==> config.mk <==
export PLATFORM = sky130hd
export DESIGN_NAME = strb_fifo
export DESIGN_NICKNAME = d
export VERILOG_FILES = /design/src/rtl/core/strb_fifo.sv
export SDC_FILE = /design/constraint.sdc
export NUM_CORES = 1
export LEC_CHECK = 0
export ABC_CLOCK_PERIOD_IN_PS = 1980
export BUFFER_PORTS_ARGS = -buffer_cell sky130_fd_sc_hd__buf_2
export CAP_MARGIN = 20
export CORE_ASPECT_RATIO = 1.25
export CORE_MARGIN = 10
export CORE_UTILIZATION = 35
export DETAILED_ROUTE_END_ITERATION = 8
export GPL_TIMING_DRIVEN = 0
export PLACE_DENSITY = 0.63
export SETUP_SLACK_MARGIN = 0.1
export SLEW_MARGIN = 20
export SYNTH_ARGS = -nofsm -noshare
export SYNTH_HDL_FRONTEND = slang
export SYNTH_SLANG_ARGS = --single-unit
==> constraint.sdc <==
create_clock -name clock -period 1.98 [get_ports clock]
set_input_delay 0.099 -clock clock [delete_from_list [all_inputs] [get_ports clock]]
set_output_delay 0.099 -clock clock [all_outputs]
set_load 0.03 [all_outputs]
==> src/rtl/core/strb_fifo.sv <==
// Small register queue used between the front, the back and the result port.
// Depends on strb_pkg only through the importing modules; standalone logic.
module strb_fifo #(
   parameter int WIDTH = 8,
   parameter int DEPTH = 2
) (
   input  logic                           clock,
   input  logic                           reset,
   input  logic                           wr_en,
   input  logic [WIDTH-1:0]               wr_data,
   input  logic                           rd_en,
   output logic [WIDTH-1:0]               rd_data,
   output logic                           full,
   output logic                           empty,
   output logic [$clog2(DEPTH+1)-1:0]     count
);

   localparam int AW = (DEPTH > 1) ? $clog2(DEPTH) : 1;
   localparam int CW = $clog2(DEPTH + 1);

   logic [WIDTH-1:0] mem_ff [DEPTH];
   logic [AW-1:0]    wr_ptr_ff, wr_ptr_in;
   logic [AW-1:0]    rd_ptr_ff, rd_ptr_in;
   logic [CW-1:0]    count_ff, count_in;
   logic             do_wr, do_rd;

   assign full    = (count_ff == CW'(DEPTH));
   assign empty   = (count_ff == '0);
   assign count   = count_ff;
   assign rd_data = mem_ff[rd_ptr_ff];
   assign do_wr   = wr_en && !full;
   assign do_rd   = rd_en && !empty;

   // pointer and count update
   always_comb begin
      wr_ptr_in = wr_ptr_ff;
      rd_ptr_in = rd_ptr_ff;
      count_in  = count_ff;
      if (do_wr) begin
         wr_ptr_in = (wr_ptr_ff == AW'(DEPTH - 1)) ? '0 : wr_ptr_ff + 1'b1;
      end
      if (do_rd) begin
         rd_ptr_in = (rd_ptr_ff == AW'(DEPTH - 1)) ? '0 : rd_ptr_ff + 1'b1;
      end
      if (do_wr && !do_rd) begin
         count_in = count_ff + 1'b1;
      end else if (do_rd && !do_wr) begin
         count_in = count_ff - 1'b1;
      end
   end

   always_ff @(posedge clock) begin
      if (reset) begin
         wr_ptr_ff <= '0;
         rd_ptr_ff <= '0;
         count_ff  <= '0;
      end else begin
         wr_ptr_ff <= wr_ptr_in;
         rd_ptr_ff <= rd_ptr_in;
         count_ff  <= count_in;
      end
   end

   // storage
   always_ff @(posedge clock) begin
      if (do_wr) begin
         mem_ff[wr_ptr_ff] <= wr_data;
      end
   end

endmodule

-- Word-level counts from Yosys, hierarchy flattened
Memory sizes are Yosys's and may differ from the RTL's. A register that Yosys moved wholly into a read port is not among the register bits.
Index checks and enable logic that the tools add are counted.
W data, S select, Z words.
- memories: 1
- register bits after elaboration: 4
- bits in writable memories: 16
- memory list (name ; words ; width ; rd ports ; clocked after Yosys merged registers in ; wr ports ; RTL line ; RTL):
    mem_ff ; 2 ; 8 ; 1 ; 1 ; 1 ; 21 ; logic [WIDTH-1:0] mem_ff [DEPTH];
- eq/ne operators: 1
- reduce and logical (&&, ||, !) cells: 10
- add/subtract/negate cells: 4
- muxes and demuxes: 8
- operator list (operator ; count):
    $mux W1 ; 6
    $logic_and A1 B1 Y1 ; 4
    $logic_not A1 Y1 ; 4
    $mux W2 ; 2
    $add A1 B1 Y1 const B ; 2
    $add A2 B1 Y2 const B ; 1
    $eq A2 B2 Y1 const B ; 1
    $logic_not A2 Y1 ; 1
    $reduce_bool A2 Y1 ; 1
    $sub A2 B1 Y2 const B ; 1

-- Longest topological paths before layout
Gate-level depths: netlist of the first run.
- depth after elaboration: 7
- mapped depth: 6
- mapped depth without buffers: 6

-- Worst setup path after synthesis of the first run
Ideal clock, no wire load.
- path kind: register to register
- start: reg count_ff[1], in the netlist count[1]
- end: reg count_ff[1], in the netlist count[1]
- required time: 1910 ps
- clock period less this slack: 1929 ps
- path slack: 51 ps
- library setup time: 70 ps
- cell stages (with the launch flop): 6
- arrival time: 1860 ps
- buffers on the path: 0
- path through: dfxtp_1 > nor2b_2 > nor2_1 > ha_1 > or3_1 > a21oi_1
- cells in the longest elaborated chain, start to end: 6
- elaborated cells between the ends (all ways): 15
- classes of those cells: 2 x add/sub; 1 x eq/ne; 2 x mux; 10 x reduce/logical
- ends and longest elaborated chain (what ; RTL line ; RTL):
    start, declared ; 24 ; logic [CW-1:0] count_ff, count_in;
    start signal, assigned ; 60 ; count_ff <= count_in;
    $eq A2 B2 Y1 * ; 27 ; assign full = (count_ff == CW'(DEPTH));
    named net full ; 13 ; output logic full,
    $logic_not A1 Y1 * ; 31 ; assign do_wr = wr_en && !full;
    $logic_and A1 B1 Y1 * ; 31 ;
    $logic_not A1 Y1 ; 47 ; end else if (do_rd && !do_wr) begin
    $logic_and A1 B1 Y1 ; 47 ;
    $reduce_bool A2 Y1 (no source line) ; -- ;
Mark *: on every way through the listed nets, which the timed path passes. The rest lies on a longest branch. The select of a mux whose other input is x is not followed.
A chain may end at the register's enable or synchronous reset.

-- Worst setup path in the final report of the first run
- start: reg count_ff[0], in the netlist count[0]
- end: reg count_ff[1], in the netlist count[1]
- cells in the longest elaborated chain, start to end: 6
- elaborated cells between the ends (all ways): 15
- classes of those cells: 2 x add/sub; 1 x eq/ne; 2 x mux; 10 x reduce/logical
- ends and longest elaborated chain (what ; RTL line):
    $eq A2 B2 Y1 / $logic_not A2 Y1 (equally long branches) ; 27, 28
    $logic_not A1 Y1 (on tied branches) ; 31, 32
    $logic_and A1 B1 Y1 (on tied branches) ; 31, 32
    $logic_not A1 Y1 (on tied branches) ; 47, 45
    $logic_and A1 B1 Y1 (on tied branches) ; 47, 45
    $reduce_bool A2 Y1 (no source line) / $mux W2 (equally long branches) ; --
Several ways; a longest one is shown, not always the timed one. The select of a mux whose other input is x is not followed.

==> qor.yml, run 1 <==
pwr:
  internal-power_mw: 0.848
  power.density_nw_per_um2: 1290
  switching_share: 0.380
  p_clk_frac: 0.141
  cellLeakagePower_nw: 0.428
  fin_total_pwr_mw: 1.37
  ir_drop_mv: 0.831
  p_seq_frac: 0.444
  combPwrFrac: 0.415
  p_switching_mw: 0.520
setup_path:
  critPathKind: "reg -> reg"
  crit_fanout: 6
  cpMaxStageDelayCell: "dfxtp_1"
  cp_data_arrival_time_ps: 1910
  startpoint_type: "flop"
  crit_required_ps: 2210
  max_stage_delay_ps: 490
  critPathCaptureType: "flop"
  critPathBufInv: 0
  crit_chain: "o21ai_0 > ha_1 > or3_1 > a21oi_1"
  path_delay_family: "flip-flops"
routing:
  drt-wirelength-per-cell_um: 13.1
  drc: 0
  viasPerCell: 4.47
  wirelength_mm: 1.52
  via_count: 519
  drtPass1Iterations: 4
  first_iter_violations: 7
  postRouteAntennaNets: 0
final_layout:
  nets: 99
  diodes: 0
  layout-drive-gt1-share: 0.424
  utilization: 0.484
  area_growth_pct: 33.4
  fin_area_um2: 1060
clock_tree:
  cts-root-buf: "clkbuf_4"
  cts_buffer_depth: 2
  cts_resized: 0
  cts_tree: "yes"
  htreeDepth: 1
  clk_pin_slew_ps: 100
  cts_buffers: 3
  cts_sinks: 21
  clock_latency_ps: 290
die:
  die_w_um: 62.6
  core_um2: 2190
  ioPinCount: 24
  fp.dieH_um: 73.2
  start_util: 0.363
  row_count: 19
  dieArea_um2: 4580
placement:
  hpwlAfterDp_mm: 1.13
  place_congestion: 0.708
  placed_area_um2: 952
  port_buffers: 23
sta:
  hold_violations: 0
  fin_crit_sh: 0.845
  tightestPinTransition_ps: 399
  relSlewSlack: 0.734
  fin_setup_tns_ps: 0
  setup_viol: 0
  skew_ps: 1.01
  rsz0062_at_grt: "no"
  period_minus_slack_ps: 1670
  final_max_slew_viol_count: 0
  fmaxAchievable_ghz: 0.597
hold_path:
  hold_path.class: "in -> reg"
grt:
  grtUsageTotal: 0.0702
  grt_overflow_total: 0
  grt_max_degree: 12
  grt_pass1_vias: 588
  antenna_found_initial: 0
  grt_pass1_wl_mm: 2.59
synthesis:
  yosysWarnings: 0
  synth_top_area_share: 0.606
  syn_nets: 63
  yosysUniqueCellTypes: 13
  synth_cells: 50
  synth-seq-cells: 21
  synth_area_um2: 793
  yosys.area.top_type: "edfxtp_1"
  yosys-top-cells-area: "edfxtp_1 (61%), dfxtp_1 (13%), mux2_2 (11%)"
  avgSynthCellArea_um2: 15.9
  synth-seq-area-share: 0.732
job:
  drv_cap: 0
run_status:
  outcome: "completed"
power by group through the flow:
stage / Combinational [mW] / Clock (mW) / Sequential, mW
finish: 0.568 / 0.193 / 0.607
floorplan: 0.383 / 0 / 0.643
global placement: 0.553 / 0 / 0.613
CTS: 0.578 / 0.205 / 0.609
detailed placement: 0.564 / 0 / 0.619
global route: 0.622 / 0.221 / 0.618
per-stage QoR:
step	worst slack, ps	std cells	hold slack, ps
6_report	306	116	24.1
2_1_floorplan	167	50	168
4_1_cts	280	116	20.5
5_1_grt	181	116	26.4
3_3_place_gp	371	104	288
3_5_place_dp	309	104	290
registers in the layout, summed over array words and instances, names as in the netlist, named ones only:
register and flops:
mem_ff 16, rd_ptr_ff 1, count 2, wr_ptr_ff 1
routing by layer:
metal,GRT usage,share of wire,vias up
met1,0.0724,0.40,248
met2,0.124,0.52,19
li1,-,-,250
met5,0,0,-
met4,0.0299,0.011,0
met3,0.0276,0.059,2
cells by family (layout without fill, tap and decap cells):
kind of cell | Yosys count | after routing | synth area share
AO/OA/AOI/OAI | 5 | 5 | 0.0315
XOR/XNOR | 3 | 3 | 0.0331
adder cells (fa/ha/maj) | 1 | 1 | 0.0158
buffers and inverters | 3 | 38 | 0.0158
flip-flops | 21 | 21 | 0.732
multiplexers | 8 | 8 | 0.114
AND/OR/NAND/NOR | 9 | 9 | 0.0584
Yosys cell counts, drive strengths merged:
library cell	number
edfxtp	16
mux2	8
dfxtp	5
nor2	5
o21ai	3
xor2	3
a21oi	2
inv	2
or3	2
and2	1
buf	1
ha	1
nor2b	1
layout make-up:
class	count	area [um2]
buffer	1	5.00
clock buffer	4	26.3
fill	220	1130
inverter	2	7.51
multi-input combinational	26	205
sequential	21	581
tap	31	38.8
timing repair buffer	31	195
worst reg2reg max path: stages, from the launching register on:
cell and delay, ps:
dfxtp_1 490, o21ai_0 220, ha_1 380, or3_1 380, a21oi_1 140
placed cells by master, fill, tap and decap left out:
master | synthesis | final
nor2b_4 | 0 | 1
a21oi_1 | 2 | 2
dfxtp_1 | 5 | 5
buf_2 | 1 | 24
nor2_1 | 5 | 5
o21ai_0 | 3 | 3
clkbuf_4 | 0 | 3
ha_1 | 1 | 1
and2_1 | 1 | 1
xor2_1 | 3 | 3
inv_1 | 2 | 2
edfxtp_1 | 16 | 16
clkbuf_1 | 0 | 1
dlygate4sd3_1 | 0 | 8
or3_1 | 2 | 2
mux2_2 | 8 | 8
path summary, 6_finish.rpt:
path	startpoint	slack [ps]	end	cells past startpoint
worst max-delay path	count[0]	310	count[1]	4
worst min-delay path	reset	20	wr_ptr_ff	2
worst max register to register	count[0]	310	count[1]	4
worst min register to register	rd_ptr_ff	510	rd_ptr_ff	2
what timing repair did:
action,in CTS,in global routing
hold endpoints to repair,16,0
buffers inserted,0,0
hold buffers,8,0
(Power assumes the default switching activity.)
==> run 2: changes to the inputs <==
--- a/config.mk
+++ b/config.mk
@@ -5,7 +5,7 @@
 export SDC_FILE = /design/constraint.sdc
 export NUM_CORES = 1
 export LEC_CHECK = 0
-export ABC_CLOCK_PERIOD_IN_PS = 1980
+export ABC_CLOCK_PERIOD_IN_PS = 1700
 export BUFFER_PORTS_ARGS = -buffer_cell sky130_fd_sc_hd__buf_2
 export CAP_MARGIN = 20
 export CORE_ASPECT_RATIO = 1.25
==> constraint.sdc (replaced) <==
create_clock -name clock -period 1.7 [get_ports clock]
set_input_delay 0.085 -clock clock [delete_from_list [all_inputs] [get_ports clock]]
set_output_delay 0.085 -clock clock [all_outputs]
set_load 0.03 [all_outputs]
==> qor.yml, run 2 (synthesized netlist as in run 1, its figures left out) <==
die:
  ioPinCount: 24  # unchanged
  start_util: 0.363  # unchanged
  fp.dieH_um: 73.2  # unchanged
  die_w_um: 62.6  # unchanged
  dieArea_um2: 4580  # unchanged
  core_um2: 2190  # unchanged
  row_count: 19  # unchanged
routing:
  wirelength_mm: 1.48  # was 1.52 mm
  drc: 0  # unchanged
  viasPerCell: 4.38  # was 4.47
  drt-wirelength-per-cell_um: 12.8  # was 13.1 um
  via_count: 508  # was 519
  drtPass1Iterations: 2  # was 4
  postRouteAntennaNets: 0  # unchanged
  first_iter_violations: 24  # was 7
grt:
  grt_pass1_wl_mm: 2.47  # was 2.59 mm
  grtUsageTotal: 0.0660  # was 0.0702
  grt_overflow_total: 0  # unchanged
  grt_max_degree: 12  # unchanged
  grt_pass1_vias: 586  # was 588
  antenna_found_initial: 0  # unchanged
sta:
  fmaxAchievable_ghz: 0.666  # was 0.597 GHz
  rsz0062_at_grt: "no"  # unchanged
  relSlewSlack: 0.744  # was 0.734
  final_max_slew_viol_count: 0  # unchanged
  fin_setup_tns_ps: 0  # unchanged
  skew_ps: 9.95  # was 1.01 ps
  setup_viol: 0  # unchanged
  period_minus_slack_ps: 1500  # was 1670 ps
  fin_crit_sh: 0.884  # was 0.845
  tightestPinTransition_ps: 384  # was 399 ps
  hold_violations: 0  # unchanged
setup_path:
  critPathCaptureType: "flop"  # unchanged
  startpoint_type: "flop"  # unchanged
  reg2reg_slack_ps: 200  # was 310 ps
  crit_fanout: 6  # unchanged
  cp_data_arrival_time_ps: 1740  # was 1910 ps
  r2r_start: "count[1]"  # was count[0]
  crit_required_ps: 1930  # was 2210 ps
  reg2regPathDepth: 5  # was 4
  critPathKind: "reg -> reg"  # unchanged
  rr_endpoint: "count[1]"  # unchanged
final_layout:
  area_growth_pct: 34.1  # was 33.4%
  layout-drive-gt1-share: 0.447  # was 0.424
  utilization: 0.486  # was 0.484
  nets: 99  # unchanged
  final-instance-count-excl-fill: 116  # unchanged
  diodes: 0  # unchanged
  final_cell_mix: "buf_2 (24), edfxtp_1 (16), mux2_2 (8), dlygate4sd3_1 (8), nor2_1 (5)"  # was buf_2 (24), edfxtp_1 (16), mux2_2 (8), dlygate4sd3_1 (8)
  largest_register_ffs: 16  # unchanged
  fillers: 209  # was 220
  regMostFlops: "mem_ff"  # unchanged
  final_common_cell: "buf_2"  # unchanged
clock_tree:
  clock_latency_ps: 300  # was 290 ps
  cts_buffers: 3  # unchanged
  cts_sinks: 21  # unchanged
  htreeDepth: 1  # unchanged
  cts_buffer_depth: 2  # unchanged
  cts_tree: "yes"  # unchanged
  clk_pin_slew_ps: 110  # was 100 ps
  cts-root-buf: "clkbuf_4"  # unchanged
run_status:
  outcome: "completed"  # unchanged
placement:
  hpwlAfterDp_mm: 1.08  # was 1.13 mm
  place_congestion: 0.729  # was 0.708
  port_buffers: 23  # unchanged
  place_inst: 104  # unchanged
hold_path:
  hold_path.class: "in -> reg"  # unchanged
  hold_path_depth: 2  # unchanged
  hp-start: "reset"  # unchanged
  holdPathEnd: "count[1]"  # was wr_ptr_ff
pwr:
  cellLeakagePower_nw: 0.429  # was 0.428 nW
  ir_drop_mv: 0.918  # was 0.831 mV
  power.density_nw_per_um2: 1510  # was 1290 nW/um2
job:
  drv_cap: 0  # unchanged
[run 2: cell count changes in the layout (fill, tap and decap cells not counted)]
cell     previous run  this run
dfxtp_4             0         1
o21ai_0             3         2
dfxtp_1             5         3
o21ai_1             0         1
dfxtp_2             0         1
[run 2: worst max path at each step]
| stage | start | endpoint | slack [ps] |
|---|---|---|---|
| after floorplan | count[1] | count[1] | 80 |
| after global placement | count[0] | count[1] | 140 |
| after detailed placement | count[0] | count[1] | 110 |
| after CTS | count[1] | count[1] | 190 |
| after global routing | count[1] | count[1] | 110 |
| final | count[1] | count[1] | 200 |
[run 2: per-layer routing]
layer,vias up,track usage,share of wire
met1,236,0.0661,0.40
met5,-,0,0
li1,249,-,-
met3,3,0.0323,0.083
met2,20,0.114,0.50
met4,0,0.0299,0.012
[run 2: cell type report]
type	count	area (um2)	area share
inverters	2	7.51	0.00706
plain buffers	1	5.00	0.00471
well taps	31	38.8	0.0365
flip-flops and latches	21	586	0.551
clock buffers	4	26.3	0.0247
multi-input cells	26	205	0.193
repair buffers	31	195	0.184
[run 2: where the power goes]
group	total, mW	switching (mW)	internal, mW
clock network	0.227	0.136	0.0913
registers	0.719	0.0552	0.664
logic	0.658	0.416	0.242
[run 2: repair_timing]
action                                 in CTS  in global routing
hold buffers                                8                  0
buffers inserted                            0                  0
resized for setup                           1                  0
setup endpoints to repair                   1                  0
endpoints found under the hold margin      16                  0
[run 2: worst max-delay path, stage by stage (launching register included)]
cell	delay, ps
dfxtp_4	390
nor2b_4	160
nor2_1	60
ha_1	310
or3_1	380
a21oi_1	140
[run 2: through the flow]
step	instance area [um2]	worst slack [ps]	hold slack [ps]	total power, mW
6_report	1060	197	3.76	1.60
3_3_place_gp	957	139	274	1.37
3_5_place_dp	957	114	276	1.38
2_1_floorplan	803	78.3	144	1.20
5_1_grt	1060	112	10.6	1.71
4_1_cts	1060	191	2.56	1.62
