**config.mk**
```make
export PLATFORM = sky130hd
export DESIGN_NAME = strb_front
export DESIGN_NICKNAME = d
export VERILOG_FILES = /design/src/rtl/core/strb_pkg.sv /design/src/rtl/core/strb_fifo.sv /design/src/rtl/core/strb_front.sv
export SDC_FILE = /design/constraint.sdc
export NUM_CORES = 1
export LEC_CHECK = 0
export ABC_AREA = 1
export BUFFER_PORTS_ARGS = -buffer_cell sky130_fd_sc_hd__buf_2
export CORE_MARGIN = 1.5
export CORE_UTILIZATION = 50
export CTS_CLUSTER_DIAMETER = 80
export CTS_CLUSTER_SIZE = 16
export DETAILED_ROUTE_END_ITERATION = 16
export PLACE_DENSITY = 0.79
export SYNTH_ARGS = -nofsm -noshare
export SYNTH_HDL_FRONTEND = slang
export SYNTH_HIERARCHICAL = 1
export SYNTH_SLANG_ARGS = --single-unit
```
**constraint.sdc**
```tcl
create_clock -name clock -period 7.93 [get_ports clock]
set_clock_uncertainty 0.2 [all_clocks]
set_input_delay 0.3965 -clock clock [delete_from_list [all_inputs] [get_ports clock]]
set_output_delay 0.3965 -clock clock [all_outputs]
set_load 0.02 [all_outputs]
```
**src/rtl/core/strb_pkg.sv**
```systemverilog
// Shared types and constants of the scrambled trace ring buffer.
// No dependencies; imported by every module of the block except strb_fifo.
package strb_pkg;

   // field widths fixed by the interface
   localparam int SMP_W  = 16;
   localparam int TS_W   = 32;
   localparam int IDX_W  = 11;
   localparam int CAP_W  = 11;
   localparam int LEN_W  = 7;
   localparam int KEY_W  = 128;
   localparam int CSR_W  = 64;
   localparam int CSR_AW = 3;

   // queue depths between the parts
   localparam int CMD_DEPTH = 2;
   localparam int RSP_DEPTH = 4;

   // request operation codes
   typedef enum logic [1:0] {
      OP_PUSH  = 2'd0,
      OP_READ  = 2'd1,
      OP_CLEAR = 2'd2,
      OP_NONE  = 2'd3
   } op_type;

   // result status codes
   typedef enum logic [1:0] {
      STS_OK       = 2'd0,
      STS_UNFILLED = 2'd1,
      STS_INVALID  = 2'd2,
      STS_TOO_LONG = 2'd3
   } status_type;

   // configuration register indexes
   typedef enum logic [CSR_AW-1:0] {
      CSR_PASS_LO  = 3'd0,
      CSR_PASS_HI  = 3'd1,
      CSR_SESS_LO  = 3'd2,
      CSR_SESS_HI  = 3'd3,
      CSR_CAPACITY = 3'd4
   } csr_index_type;

   localparam logic [CAP_W-1:0] CAP_RESET = CAP_W'(1024);

   // back end sequencer states
   typedef enum logic [4:0] {
      ST_SWEEP = 5'b00001,
      ST_IDLE  = 5'b00010,
      ST_COPY  = 5'b00100,
      ST_RDHDR = 5'b01000,
      ST_READ  = 5'b10000
   } state_type;

   // classified command passed from front to back
   typedef struct packed {
      op_type           op;
      logic             has_sample;
      logic [SMP_W-1:0] sample_value;
      logic             last_sample;
      logic [TS_W-1:0]  timestamp_ms;
      logic [IDX_W-1:0] slot_index;
   } cmd_type;

   // one result item
   typedef struct packed {
      status_type       status;
      logic             is_read_data;
      logic             sample_present;
      logic [SMP_W-1:0] sample_out;
      logic [LEN_W-1:0] trace_length;
      logic [TS_W-1:0]  trace_time;
      logic             last_result;
   } rsp_type;

endpackage

```
**src/rtl/core/strb_fifo.sv**
```systemverilog
// Small register queue used between the front, the back and the result port.
// Depends on strb_pkg only through the importing modules; standalone logic.
module strb_fifo #(
   parameter int WIDTH = 8,
   parameter int DEPTH = 2
) (
   input  logic                           clock,
   input  logic                           reset,
   input  logic                           wr_en,
   input  logic [WIDTH-1:0]               wr_data,
   input  logic                           rd_en,
   output logic [WIDTH-1:0]               rd_data,
   output logic                           full,
   output logic                           empty,
   output logic [$clog2(DEPTH+1)-1:0]     count
);

   localparam int AW = (DEPTH > 1) ? $clog2(DEPTH) : 1;
   localparam int CW = $clog2(DEPTH + 1);

   logic [WIDTH-1:0] mem_ff [DEPTH];
   logic [AW-1:0]    wr_ptr_ff, wr_ptr_in;
   logic [AW-1:0]    rd_ptr_ff, rd_ptr_in;
   logic [CW-1:0]    count_ff, count_in;
   logic             do_wr, do_rd;

   assign full    = (count_ff == CW'(DEPTH));
   assign empty   = (count_ff == '0);
   assign count   = count_ff;
   assign rd_data = mem_ff[rd_ptr_ff];
   assign do_wr   = wr_en && !full;
   assign do_rd   = rd_en && !empty;

   // pointer and count update
   always_comb begin
      wr_ptr_in = wr_ptr_ff;
      rd_ptr_in = rd_ptr_ff;
      count_in  = count_ff;
      if (do_wr) begin
         wr_ptr_in = (wr_ptr_ff == AW'(DEPTH - 1)) ? '0 : wr_ptr_ff + 1'b1;
      end
      if (do_rd) begin
         rd_ptr_in = (rd_ptr_ff == AW'(DEPTH - 1)) ? '0 : rd_ptr_ff + 1'b1;
      end
      if (do_wr && !do_rd) begin
         count_in = count_ff + 1'b1;
      end else if (do_rd && !do_wr) begin
         count_in = count_ff - 1'b1;
      end
   end

   always_ff @(posedge clock) begin
      if (reset) begin
         wr_ptr_ff <= '0;
         rd_ptr_ff <= '0;
         count_ff  <= '0;
      end else begin
         wr_ptr_ff <= wr_ptr_in;
         rd_ptr_ff <= rd_ptr_in;
         count_ff  <= count_in;
      end
   end

   // storage
   always_ff @(posedge clock) begin
      if (do_wr) begin
         mem_ff[wr_ptr_ff] <= wr_data;
      end
   end

endmodule

```
**src/rtl/core/strb_front.sv**
```systemverilog
// Front end: takes request transfers, drops unused operation codes and
// queues classified commands for the back end. Uses strb_pkg and strb_fifo.
module strb_front import strb_pkg::*; (
   input  logic             clock,
   input  logic             reset,
   input  logic             push,
   output logic             full,
   input  logic [1:0]       req_op,
   input  logic             req_has_sample,
   input  logic [SMP_W-1:0] req_sample_value,
   input  logic             req_last_sample,
   input  logic [TS_W-1:0]  req_timestamp_ms,
   input  logic [IDX_W-1:0] req_slot_index,
   output cmd_type          cmd,
   output logic             cmd_valid,
   input  logic             cmd_pop
);

   cmd_type                          cmd_new;
   logic                             cmd_keep;
   logic                             q_empty;
   logic [$bits(cmd_type)-1:0]       q_rd_data;
   logic [$clog2(CMD_DEPTH+1)-1:0]   q_count;

   // classify: unused operation codes produce nothing
   always_comb begin
      cmd_new.op           = op_type'(req_op);
      cmd_new.has_sample   = req_has_sample;
      cmd_new.sample_value = req_sample_value;
      cmd_new.last_sample  = req_last_sample;
      cmd_new.timestamp_ms = req_timestamp_ms;
      cmd_new.slot_index   = req_slot_index;
      cmd_keep             = (cmd_new.op != OP_NONE);
   end

   strb_fifo #(
      .WIDTH ($bits(cmd_type)),
      .DEPTH (CMD_DEPTH)
   ) u_cmd_q (
      .clock   (clock),
      .reset   (reset),
      .wr_en   (push && cmd_keep),
      .wr_data (cmd_new),
      .rd_en   (cmd_pop),
      .rd_data (q_rd_data),
      .full    (full),
      .empty   (q_empty),
      .count   (q_count)
   );

   assign cmd       = cmd_type'(q_rd_data);
   assign cmd_valid = !q_empty && (q_count != '0);

endmodule

```
---- Word level (Yosys, flattened, before mapping) ----
Memory sizes are Yosys's and may differ from the RTL's. A register that Yosys moved wholly into a read port is not among the register bits.
Cells that the tools add are included.
cells by class
  $add $sub $neg .......................... 4
  equal/unequal tests ..................... 2
  multiplexer cells ....................... 8
  reductions and logical operators ........ 13
operators with widths
  cell                                                                count
  1-bit logical AND                                                   6
  1-bit 2-to-1 mux                                                    6
  1-bit logical NOT                                                   4
  2-bit 2-to-1 mux                                                    2
  2-bit nonzero test                                                  2
  1-bit adder, second input constant                                  2
  2-bit by 1-bit adder with 2-bit output, second input constant       1
  2-bit == test, second input constant                                1
  2-bit logical NOT                                                   1
  2-bit != test, second input constant                                1
  2-bit by 1-bit subtractor with 2-bit output, second input constant  1
word-level totals
  flip-flop bits (word level) ............. 4
  memory bits (writable) .................. 126
  input bits .............................. 67
  output and inout bits ................... 65
  logic and storage cells ................. 31
  memories ................................ 1
memories
  memory          depth  width  rd ports  clocked after memory_dff  write ports  line             RTL
  u_cmd_q.mem_ff  2      63     1         1                         1            strb_fifo.sv:21  logic [WIDTH-1:0] mem_ff [DEPTH];

---- Logic depth before layout (Yosys ltp) ----
Gate-level depths: netlist of the first run.
  depth after elaboration ................. 7
  gate-level depth with buffers ........... 11
  depth with buffers taken out ............ 11

---- Hierarchy ----
Netlist of the first run, hierarchy kept.
modules (own cells, without submodules)
  module      times used  cells an instance  area an instance (um2)  seq. area each (um2)
  strb_fifo   1           233                5096.1                  3883.7
  strb_front  1           4                  20.0                    0.0

---- Worst setup path before layout of the first run ----
Ideal clock, no wire load.
  path kind ............................... in2reg
  start ................................... in push
  end ..................................... mem u_cmd_q/mem_ff[0][0] (netlist bit), enable pin
  library setup time ...................... 0.484 ns
  arrival ................................. 3.254 ns
  data required time ...................... 7.246 ns
  path slack .............................. 3.992 ns
  stages on the path ...................... 4
  buffers on the path ..................... 0
  path through ............................ inv_1 -> a21oi_2 -> o21ai_2 -> nor2_1
between the ends
  cells in the longest elaborated chain, start to end .. 4
RTL lines
  item                                    line              RTL
  from (decl)                             strb_front.sv:6   input logic push,
  1-bit logical AND                       strb_front.sv:42  .wr_en (push && cmd_keep),
  1-bit logical AND                       strb_fifo.sv:31   assign do_wr = wr_en && !full;
  1-bit 2-to-1 mux                        strb_fifo.sv:66   if (do_wr) begin
  1-bit 2-to-1 mux (implied by the code)  strb_fifo.sv:67   mem_ff[wr_ptr_ff] <= wr_data;
  to (decl)                               strb_fifo.sv:21
Every way passes these cells.

==> results of run 1 <==
==> cell usage after synthesis (all sizes together) <==
master,instances
mux2,63
buf,7
edfxtp,126
ha,1
and2,1
dfxtp,5
a21oi,2
o21ai,5
nand3,1
inv,10
nor2,11
nand2,4
nand4,1
==> registers in the layout (all words and copies together) (netlist names), named ones only <==
name / flops
u_cmd_q/mem_ff: 126
u_cmd_q/count: 2
u_cmd_q/rd_ptr_ff: 1
u_cmd_q/wr_ptr_ff: 1
==> worst register-to-register path: cells and delay by family (launching register included) <==
family	cells	cell delay [ns]
flip-flops	1	0.45
AO/OA/AOI/OAI	1	0.17
buffers and inverters	1	0.59
AND/OR/NAND/NOR	1	0.56
==> layer usage <==
layer	global-route usage	routed length, µm	up-vias
li1	-	-	1335
met1	0.206	3740	1374
met2	0.317	4940	87
met3	0.0495	432	15
met4	0.0833	155	0
met5	0	0	-
==> area by class of cell <==
type | instances | share of cell area
clock buffers | 18 | 0.0591
repair buffers | 198 | 0.187
inverters | 10 | 0.00531
multi-input cells | 89 | 0.153
well taps | 133 | 0.0235
clock inverters | 14 | 0.0230
flip-flops and latches | 131 | 0.550
==> how the worst min path moves through the flow <==
stage,slack [ns],depth (start not counted),end,from
after floorplan,0.28,2,u_cmd_q/wr_ptr_ff$_SDFFE_PP0P_,u_cmd_q/wr_ptr_ff$_SDFFE_PP0P_
after CTS,0.12,4,u_cmd_q/rd_ptr_ff$_SDFFE_PP0P_,cmd_pop
after global placement,0.32,2,u_cmd_q/wr_ptr_ff$_SDFFE_PP0P_,u_cmd_q/wr_ptr_ff$_SDFFE_PP0P_
final,0.15,4,u_cmd_q/rd_ptr_ff$_SDFFE_PP0P_,cmd_pop
after detailed placement,0.33,2,u_cmd_q/wr_ptr_ff$_SDFFE_PP0P_,u_cmd_q/wr_ptr_ff$_SDFFE_PP0P_
after global routing,0.15,4,u_cmd_q/rd_ptr_ff$_SDFFE_PP0P_,cmd_pop
==> per-stage QoR <==
step / hold WS, ns / setup WS [ns] / util
3_3_place_gp: 0.320 / 5.42 / 0.593
5_1_grt: 0.148 / 4.80 / 0.717
3_5_place_dp: 0.333 / 5.39 / 0.593
2_1_floorplan: 0.275 / 3.99 / -
6_report: 0.152 / 4.91 / 0.717
4_1_cts: 0.121 / 4.88 / 0.717
==> cell families after synthesis <==
| family | Yosys count | synth area share |
|---|---|---|
| AO/OA/AOI/OAI | 7 | 0.00831 |
| adder cells (fa/ha/maj) | 1 | 0.00245 |
| buffers and inverters | 17 | 0.0330 |
| flip-flops | 131 | 0.759 |
| multiplexers | 63 | 0.183 |
| AND/OR/NAND/NOR | 18 | 0.0144 |
==> power by group <==
group          internal, mW  switching (mW)  total (mW)  leakage, nW
Sequential            0.850          0.0472       0.897         1.21
Combinational         0.239           0.266       0.505         1.34
Clock                 0.476           0.268       0.744        0.268
Total                  1.56           0.581        2.15         2.81
==> repair_timing <==
| item | 4_1_cts | 5_1_grt |
|---|---|---|
| setup buffers | 0 | 0 |
| hold buffers | 64 | 0 |
| gates resized for setup | 0 | 0 |
| endpoints found under the hold margin | 130 | 0 |
==> placed cells by master, fill, tap and decap left out, drive strengths merged, types with 4 or more instances in the layout <==
cell type and count:
o21ai 5, buf 134, clkbuf 18, edfxtp 126, nor2 11, clkinvlp 5, mux2 63, inv 11
dfxtp 5, nand2 4, clkinv 5, dlygate4sd3 64
==> results.sh, run 1 <==
export IMPL_worst_setup_path_start_kind="flip-flop"
export IMPL_post_dp_cell_area_um2=5850
export IMPL_synth_top_cell_by_area="edfxtp_1"
export IMPL_path_cells="buf_4 > mux2_2 > buf_2"
export IMPL_fmax_mhz=332
export IMPL_worst_path_stages=3
export IMPL_antenna_found_initial=0
export IMPL_period_minus_slack_ns=3.02
export IMPL_synth_seq_cells=131
export IMPL_cp_top_family="buffers and inverters"
export IMPL_ios=132
export IMPL_portBuffers=131
export IMPL_drv_slew=0
export IMPL_postSynthAreaPerCell_um2=21.6
export IMPL_drt_iter0_markers=134
export IMPL_max_slew_margin_rel=0.533
export IMPL_drt_wl_total_um=9260
export IMPL_post_route_period_util=0.380
export IMPL_status="finished clean"
export IMPL_setup_tns_ns=0
export IMPL_seqCellArea_um2=3890
export IMPL_synth_cell_type_count=18
export IMPL_gr_usage_all_layers=0.181
export IMPL_p_leak_nw=2.81
export IMPL_clk_latency_ns=0.50
export IMPL_routabilityCongestion=0.662
export IMPL_grt_pass1_vias=2963
export IMPL_dieHeight_um=104
export IMPL_final_area_um2=7070
export IMPL_cts_root_buf="clkbuf_8"
export IMPL_num_vias=2811
export IMPL_area_growth_pct=38.2
export IMPL_avgRoutedWirePerCell_um=15.6
export IMPL_crit_buf_inv=2
export IMPL_tightest_slew_ns=0.699
export IMPL_rsz0062_at_grt="false"
export IMPL_place_inst=497
export IMPL_cp_end_kind="output port"
export IMPL_crit_fanout=34
export IMPL_cts_max_path_buffers=2
export IMPL_maxCapViolCount=0
export IMPL_clk_pin_slew_worst_paths_ns=0.06
export IMPL_htree_levels=4
export IMPL_finalNonFillerCells=593
export IMPL_drc=0
export IMPL_grt_ovfl_total=0
export IMPL_grt_max_degree=42
export IMPL_ir_drop_mv=0.202
export IMPL_antenna_left=0
export IMPL_cts_tree="done"
export IMPL_grt_pass1_wl_um=14700
export IMPL_via_per_inst=4.74
export IMPL_die_w_um=104
export IMPL_rows=36
export IMPL_required_ns=7.33
export IMPL_worstSetupEndpoint="cmd[45]"
export IMPL_hold_path_class="primary input to flip-flop"
export IMPL_hpwl_um=5530
export IMPL_reg2reg_from="u_cmd_q/count[0]$_SDFFE_PP0P_"
export IMPL_yosysWarnings=6
export IMPL_synth_seq_area_share=0.759
export IMPL_fin_total_pwr_mw=2.15
export IMPL_synth_nets=305
export IMPL_coreArea_um2=9860
export IMPL_reg2reg_depth=3
export IMPL_syn_area_um2=5120
export IMPL_netlist_area_leader_share=0.740
export IMPL_crit_type="flip-flop to output port"
export IMPL_synth_area_top_cells="edfxtp_1 74%, mux2_4 18%, buf_12 2.3%, dfxtp_1 2.0%, nor2_1 0.81%"
export IMPL_nFillCells=608
export IMPL_max_stage_delay_ns=0.69
export IMPL_slowest_stage="dfxtp_4"
export IMPL_initial_core_util=0.519
export IMPL_arrival_ns=2.42
export IMPL_antenna_cells_inserted=0
export IMPL_drtPass1Iterations=4
export IMPL_syn_inst=237
export IMPL_powerDensity_nw_per_um2=303
export IMPL_finalHoldViolations=0
export IMPL_rrSetupSlack_ns=5.58
export IMPL_nNetsFinal=515
export IMPL_multi_input_area_um2=1080
export IMPL_clock_sinks=131
export IMPL_setup_viol_count_final=0
export IMPL_drive_gt1_frac=0.502
export IMPL_dieArea_um2=10800
export IMPL_r2r_end="u_cmd_q/mem_ff[0][20]$_DFFE_PP_"
export IMPL_cts_buffers=17
Power figures use the tool's default switching activity.
==> run 2: changes to the inputs <==
Settings changed: CORE_UTILIZATION 50 to 47, PLACE_DENSITY 0.79 to 0.78.
Clock period 7.93 ns to 2.6 ns, I/O delays scaled along.
==> run 2 against run 1 <==
  * Setup slack worse by 4.6 ns
  * Combinational power grew to 3.2 times the previous value
  * Hold slack worse by 0.014 ns
  * Core utilization is 3.8 points lower
  * Critical endpoint is now cmd[41]
  * Largest cell class unchanged
==> results.sh, run 2 (synthesis gave the netlist of run 1 again) <==
export IMPL_grt_ovfl_total=0
export IMPL_crit_fanout=27
export IMPL_post_route_period_util=0.875
export IMPL_cts_root_buf="clkbuf_8"
export IMPL_hold_depth=2
export IMPL_final_cell_mix="131 x buf_2, 126 x edfxtp_1, 66 x dlygate4sd3_1, 60 x mux2_4, 16 x clkbuf_16"
export IMPL_p_leak_nw=2.84
export IMPL_powerDensity_nw_per_um2=911
export IMPL_finalNonFillerCells=600
export IMPL_arrival_ns=1.94
export IMPL_nNetsFinal=519
export IMPL_fmax_mhz=440
export IMPL_max_slew_margin_rel=0.729
export IMPL_ios=132
export IMPL_via_per_inst=4.73
export IMPL_drt_wl_total_um=9450
export IMPL_final_area_um2=7100
export IMPL_worst_setup_path_start_kind="flip-flop"
export IMPL_gr_usage_all_layers=0.170
export IMPL_drc=0
export IMPL_clk_latency_ns=0.52
export IMPL_htree_levels=4
export IMPL_rrSetupSlack_ns=0.70
export IMPL_cp_end_kind="output port"
export IMPL_dp_slack_ns=0.727
export IMPL_hp_start="req_sample_value[9]"
export IMPL_cts_tree="done"
export IMPL_r2r_end="u_cmd_q/count[1]$_SDFFE_PP0P_"
export IMPL_drv_slew=0
export IMPL_area_growth_pct=38.9
export IMPL_cts_buffers=17
export IMPL_portBuffers=131
export IMPL_postLayoutCoreUtil=0.679
export IMPL_setup_viol_count_final=0
export IMPL_avgRoutedWirePerCell_um=15.8
export IMPL_grt_pass1_wl_um=14200
export IMPL_reg2reg_depth=9
export IMPL_cts_setup_buffers=0
export IMPL_routabilityCongestion=0.702
export IMPL_setup_slack_ns=0.326
export IMPL_die_w_um=107
export IMPL_clock_sinks=131
export IMPL_ir_drop_mv=0.502
export IMPL_hold_path_class="primary input to flip-flop"
export IMPL_reg2reg_from="u_cmd_q/count[1]$_SDFFE_PP0P_"
export IMPL_num_vias=2835
export IMPL_grt_pass1_vias=2923
export IMPL_dieHeight_um=107
export IMPL_initial_core_util=0.489
export IMPL_cts_hold_buffers_added=66
export IMPL_maxCapViolCount=0
export IMPL_cts_resized=0
export IMPL_required_ns=2.27
export IMPL_final_common_cell="buf_2"
export IMPL_antenna_cells_inserted=0
export IMPL_coreArea_um2=10500
export IMPL_finalHoldViolations=0
export IMPL_drt_iter0_markers=123
export IMPL_dieArea_um2=11500
export IMPL_rsz0062_at_grt="false"
export IMPL_grt_max_degree=64
export IMPL_place_inst=502
export IMPL_cts_max_path_buffers=2
export IMPL_largest_reg_flops=126
export IMPL_hpwl_um=5550
export IMPL_drive_gt1_frac=0.498
export IMPL_rows=37
export IMPL_tightest_slew_ns=0.406
export IMPL_antenna_found_initial=0
export IMPL_holdPathEnd="u_cmd_q/mem_ff[0][53]$_DFFE_PP_"
export IMPL_antenna_left=0
export IMPL_status="finished clean"
export IMPL_clk_pin_slew_worst_paths_ns=0.06
export IMPL_crit_type="flip-flop to output port"
export IMPL_period_minus_slack_ns=2.27
export IMPL_post_dp_cell_area_um2=5900
export IMPL_regMostFlops="u_cmd_q/mem_ff"
export IMPL_drtPass1Iterations=5
[run 2: through the flow]
step | TNS, ns | total power [mW] | hold WS (ns)
finish | 0 | 6.47 | 0.138
global route | 0 | 6.73 | 0.123
CTS | 0 | 6.52 | 0.115
detailed placement | 0 | 4.29 | 0.123
global placement | 0 | 4.25 | 0.118
floorplan | -23.96 | 3.93 | 0.0289
[run 2: metal layers]
metal	vias up	track usage	wire length [µm]
met5	-	0	0
met4	0	0.0639	91
met3	7	0.0738	676
met2	102	0.286	4750
met1	1387	0.193	3930
li1	1339	-	-
[run 2: how the worst max path moves through the flow]
stage	from	to	depth (start not counted)
floorplan	u_cmd_q/count[0]$_SDFFE_PP0P_	u_cmd_q/mem_ff[0][0]$_DFFE_PP_	2
global placement	flip-flop	cmd[45]	3
detailed placement	u_cmd_q/count[1]$_SDFFE_PP0P_	u_cmd_q/count[1]$_SDFFE_PP0P_	9
CTS	flip-flop	cmd[41]	3
global route	flip-flop	cmd[41]	3
finish	flip-flop	cmd[41]	3
[run 2: final cells by class]
type                            instances  area, µm²
Clock buffer                           19        422
Timing Repair Buffer                  202       1390
Inverter                               10       37.5
Clock inverter                         13        118
Multi-Input combinational cell         89       1080
Sequential cell                       131       3890
Tap cell                              136        170
Fill cell                             709       3360
[run 2: power by group]
group | switching [mW] | internal (mW) | leakage, nW
combinational | 0.855 | 0.762 | 1.37
clock | 0.803 | 1.34 | 0.267
sequential | 0.121 | 2.59 | 1.21
[run 2: worst max-delay path: stages, from the launching register on]
cell     delay, ns
dfxtp_4       0.61
buf_12        0.28
mux2_2        0.37
buf_2         0.16
==> run 3: changes to the inputs <==
Settings changed: ABC_AREA 1 to not set, PLACE_DENSITY 0.78 to 0.79.
==> run 3 against run 2 <==
  * Sequential power about the same
  * Area after synthesis decreased by 6.7%
  * Clock-buffer cell count is 1 lower
  * Via count is 1.9% lower
  * Combinational power increased by 7%
  * Largest power group unchanged
  * Highest routed layer unchanged
  * Total power increased by 3.9%
  * First-iteration DRC count down 24%
==> results.sh, run 3 <==
export IMPL_drt_iter0_markers=94
export IMPL_syn_inst=223
export IMPL_die_w_um=104
export IMPL_coreArea_um2=9820
export IMPL_grt_pass1_wl_um=14900
export IMPL_place_inst=486
export IMPL_antenna_found_initial=0
export IMPL_finalHoldViolations=0
export IMPL_setup_viol_count_final=0
export IMPL_async_reset_ff_frac=0
export IMPL_antenna_cells_inserted=0
export IMPL_avgRoutedWirePerCell_um=16.2
export IMPL_rrSetupSlack_ns=0.59
export IMPL_tightest_slew_ns=0.485
export IMPL_drt_wl_total_um=9500
export IMPL_grt_pass1_vias=3046
export IMPL_regMostFlops="u_cmd_q/mem_ff"
export IMPL_syn_area_um2=4770
export IMPL_period_minus_slack_ns=2.14
export IMPL_nNetsFinal=507
export IMPL_cp_end_kind="output port"
export IMPL_initial_core_util=0.486
export IMPL_synth_cell_type_count=16
export IMPL_cts_hold_buffers_added=67
export IMPL_dieHeight_um=104
export IMPL_dieArea_um2=10800
export IMPL_nFillCells=654
export IMPL_synth_seq_cells=131
export IMPL_reg2reg_from="u_cmd_q/count[0]$_SDFFE_PP0P_"
export IMPL_largest_reg_flops=126
export IMPL_clk_latency_ns=0.51
export IMPL_portBuffers=131
export IMPL_num_vias=2782
export IMPL_finalNonFillerCells=585
export IMPL_via_per_inst=4.76
export IMPL_synth_nets=291
export IMPL_grt_ovfl_total=0
export IMPL_hold_path_class="primary input to flip-flop"
export IMPL_cts_resized=0
export IMPL_post_route_period_util=0.825
export IMPL_worst_setup_path_start_kind="flip-flop"
export IMPL_yosysMostFrequentCell="edfxtp_1"
export IMPL_crit_type="flip-flop to output port"
export IMPL_ys_flop_type="edfxtp_1"
export IMPL_netlist_area_leader_share=0.793
export IMPL_r2r_end="u_cmd_q/mem_ff[0][43]$_DFFE_PP_"
export IMPL_area_growth_pct=43.7
export IMPL_grt_met3_usage=0.0673
export IMPL_crit_fanout=35
export IMPL_grtUsageMet2=0.327
export IMPL_final_common_cell="buf_2"
export IMPL_cts_max_path_buffers=2
export IMPL_ir_drop_mv=0.570
export IMPL_clock_sinks=131
export IMPL_rows=36
export IMPL_arrival_ns=1.81
export IMPL_cts_tree="done"
export IMPL_reg2reg_depth=4
export IMPL_synth_seq_area_share=0.814
export IMPL_required_ns=2.27
export IMPL_grt_busiest_layer="met2"
export IMPL_yosysWarnings=6
export IMPL_fmax_mhz=466
export IMPL_grtUsageMet1=0.203
export IMPL_gr_usage_all_layers=0.186
export IMPL_cts_buffers=17
export IMPL_drive_gt1_frac=0.515
export IMPL_grt_max_degree=37
export IMPL_synthTopCellsByCount="126 x edfxtp_1, 63 x mux2_2, 5 x dfxtp_1, 5 x nor2_1, 4 x buf_2"
export IMPL_synth_area_top_cells="edfxtp_1 79%, mux2_2 15%, dfxtp_1 2.1%, xor2_1 0.55%, buf_4 0.47%"
export IMPL_routabilityCongestion=0.675
export IMPL_drc=0
export IMPL_setup_tns_ns=0
export IMPL_powerDensity_nw_per_um2=980
export IMPL_ios=132
export IMPL_holdPathEnd="u_cmd_q/mem_ff[0][44]$_DFFE_PP_"
export IMPL_clk_pin_slew_worst_paths_ns=0.06
export IMPL_maxCapViolCount=0
export IMPL_synth_top_cell_by_area="edfxtp_1"
export IMPL_postSynthAreaPerCell_um2=21.4
export IMPL_final_cell_mix="131 x buf_2, 126 x edfxtp_1, 67 x dlygate4sd3_1, 63 x mux2_2, 16 x clkbuf_16"
export IMPL_p_leak_nw=2.61
export IMPL_drtPass1Iterations=4
export IMPL_cts_setup_buffers=0
export IMPL_synth_edff_count=126
export IMPL_antenna_left=0
export IMPL_hpwl_um=5320
export IMPL_status="finished clean"
export IMPL_drv_slew=0
export IMPL_rsz0062_at_grt="false"
export IMPL_max_slew_margin_rel=0.676
export IMPL_htree_levels=4
export IMPL_hp_start="req_sample_value[0]"
export IMPL_cts_root_buf="clkbuf_8"
export IMPL_hold_depth=2
==> run 3: where the power goes <==
group	leakage (nW)	switching, mW	internal [mW]
Clock	0.272	0.848	1.45
Sequential	1.21	0.0737	2.61
Combinational	1.13	1.01	0.730
==> run 3: how the worst max path moves through the flow <==
| stage | startpoint | endpoint | slack [ns] | cells after the start |
|---|---|---|---|---|
| floorplan | u_cmd_q/count[1]$_SDFFE_PP0P_ | u_cmd_q/mem_ff[0][0]$_DFFE_PP_ | 0.22 | 3 |
| global placement | req_op[0] | u_cmd_q/mem_ff[0][25]$_DFFE_PP_ | 0.62 | 6 |
| detailed placement | req_op[0] | u_cmd_q/mem_ff[0][61]$_DFFE_PP_ | 0.57 | 6 |
| CTS | flip-flop | cmd[2] | 0.43 | 3 |
| global route | flip-flop | cmd[9] | 0.37 | 3 |
| finish | flip-flop | cmd[23] | 0.46 | 3 |
==> run 3: layer usage <==
| metal | share of wire | vias up |
|---|---|---|
| met3 | 0.060 | 14 |
| met4 | 0.015 | 0 |
| li1 | - | 1312 |
| met2 | 0.54 | 101 |
| met1 | 0.39 | 1355 |
| met5 | 0 | - |
==> run 3: area by class of cell <==
cell class | instances | area (µm²) | area share
clock inverters | 14 | 164 | 0.0239
clock buffers | 18 | 418 | 0.0610
inverters | 2 | 11.3 | 0.00164
well taps | 133 | 166 | 0.0243
repair buffers | 204 | 1370 | 0.200
flip-flops and latches | 131 | 3880 | 0.567
multi-input cells | 83 | 838 | 0.122
==> run 3: cell families after synthesis <==
family | Yosys count | synth area share
buf+inv | 9 | 0.0105
xor+xnor | 3 | 0.00551
simple gates | 9 | 0.00970
mux | 63 | 0.149
fa+ha+maj | 1 | 0.00262
compound gates | 7 | 0.00892
flops | 131 | 0.814
==> run 3: through the flow <==
| stage | hold WS (ns) | worst slack (ns) | cell area [µm²] | util | total power [mW] |
|---|---|---|---|---|---|
| 2_1_floorplan | -0.000934 | 0.219 | 4780 | - | 3.87 |
| 5_1_grt | 0.123 | 0.373 | 6850 | 0.698 | 6.99 |
| 3_5_place_dp | 0.122 | 0.566 | 5600 | 0.570 | 4.37 |
| 3_3_place_gp | 0.119 | 0.618 | 5600 | 0.570 | 4.33 |
| 6_report | 0.132 | 0.456 | 6850 | 0.698 | 6.72 |
| 4_1_cts | 0.112 | 0.427 | 6850 | 0.698 | 6.76 |
==> run 3: worst max-delay path, stage by stage (launching register included) <==
cell and delay [ns]:
dfxtp_2 0.32, buf_4 0.41, mux2_2 0.40, buf_2 0.16
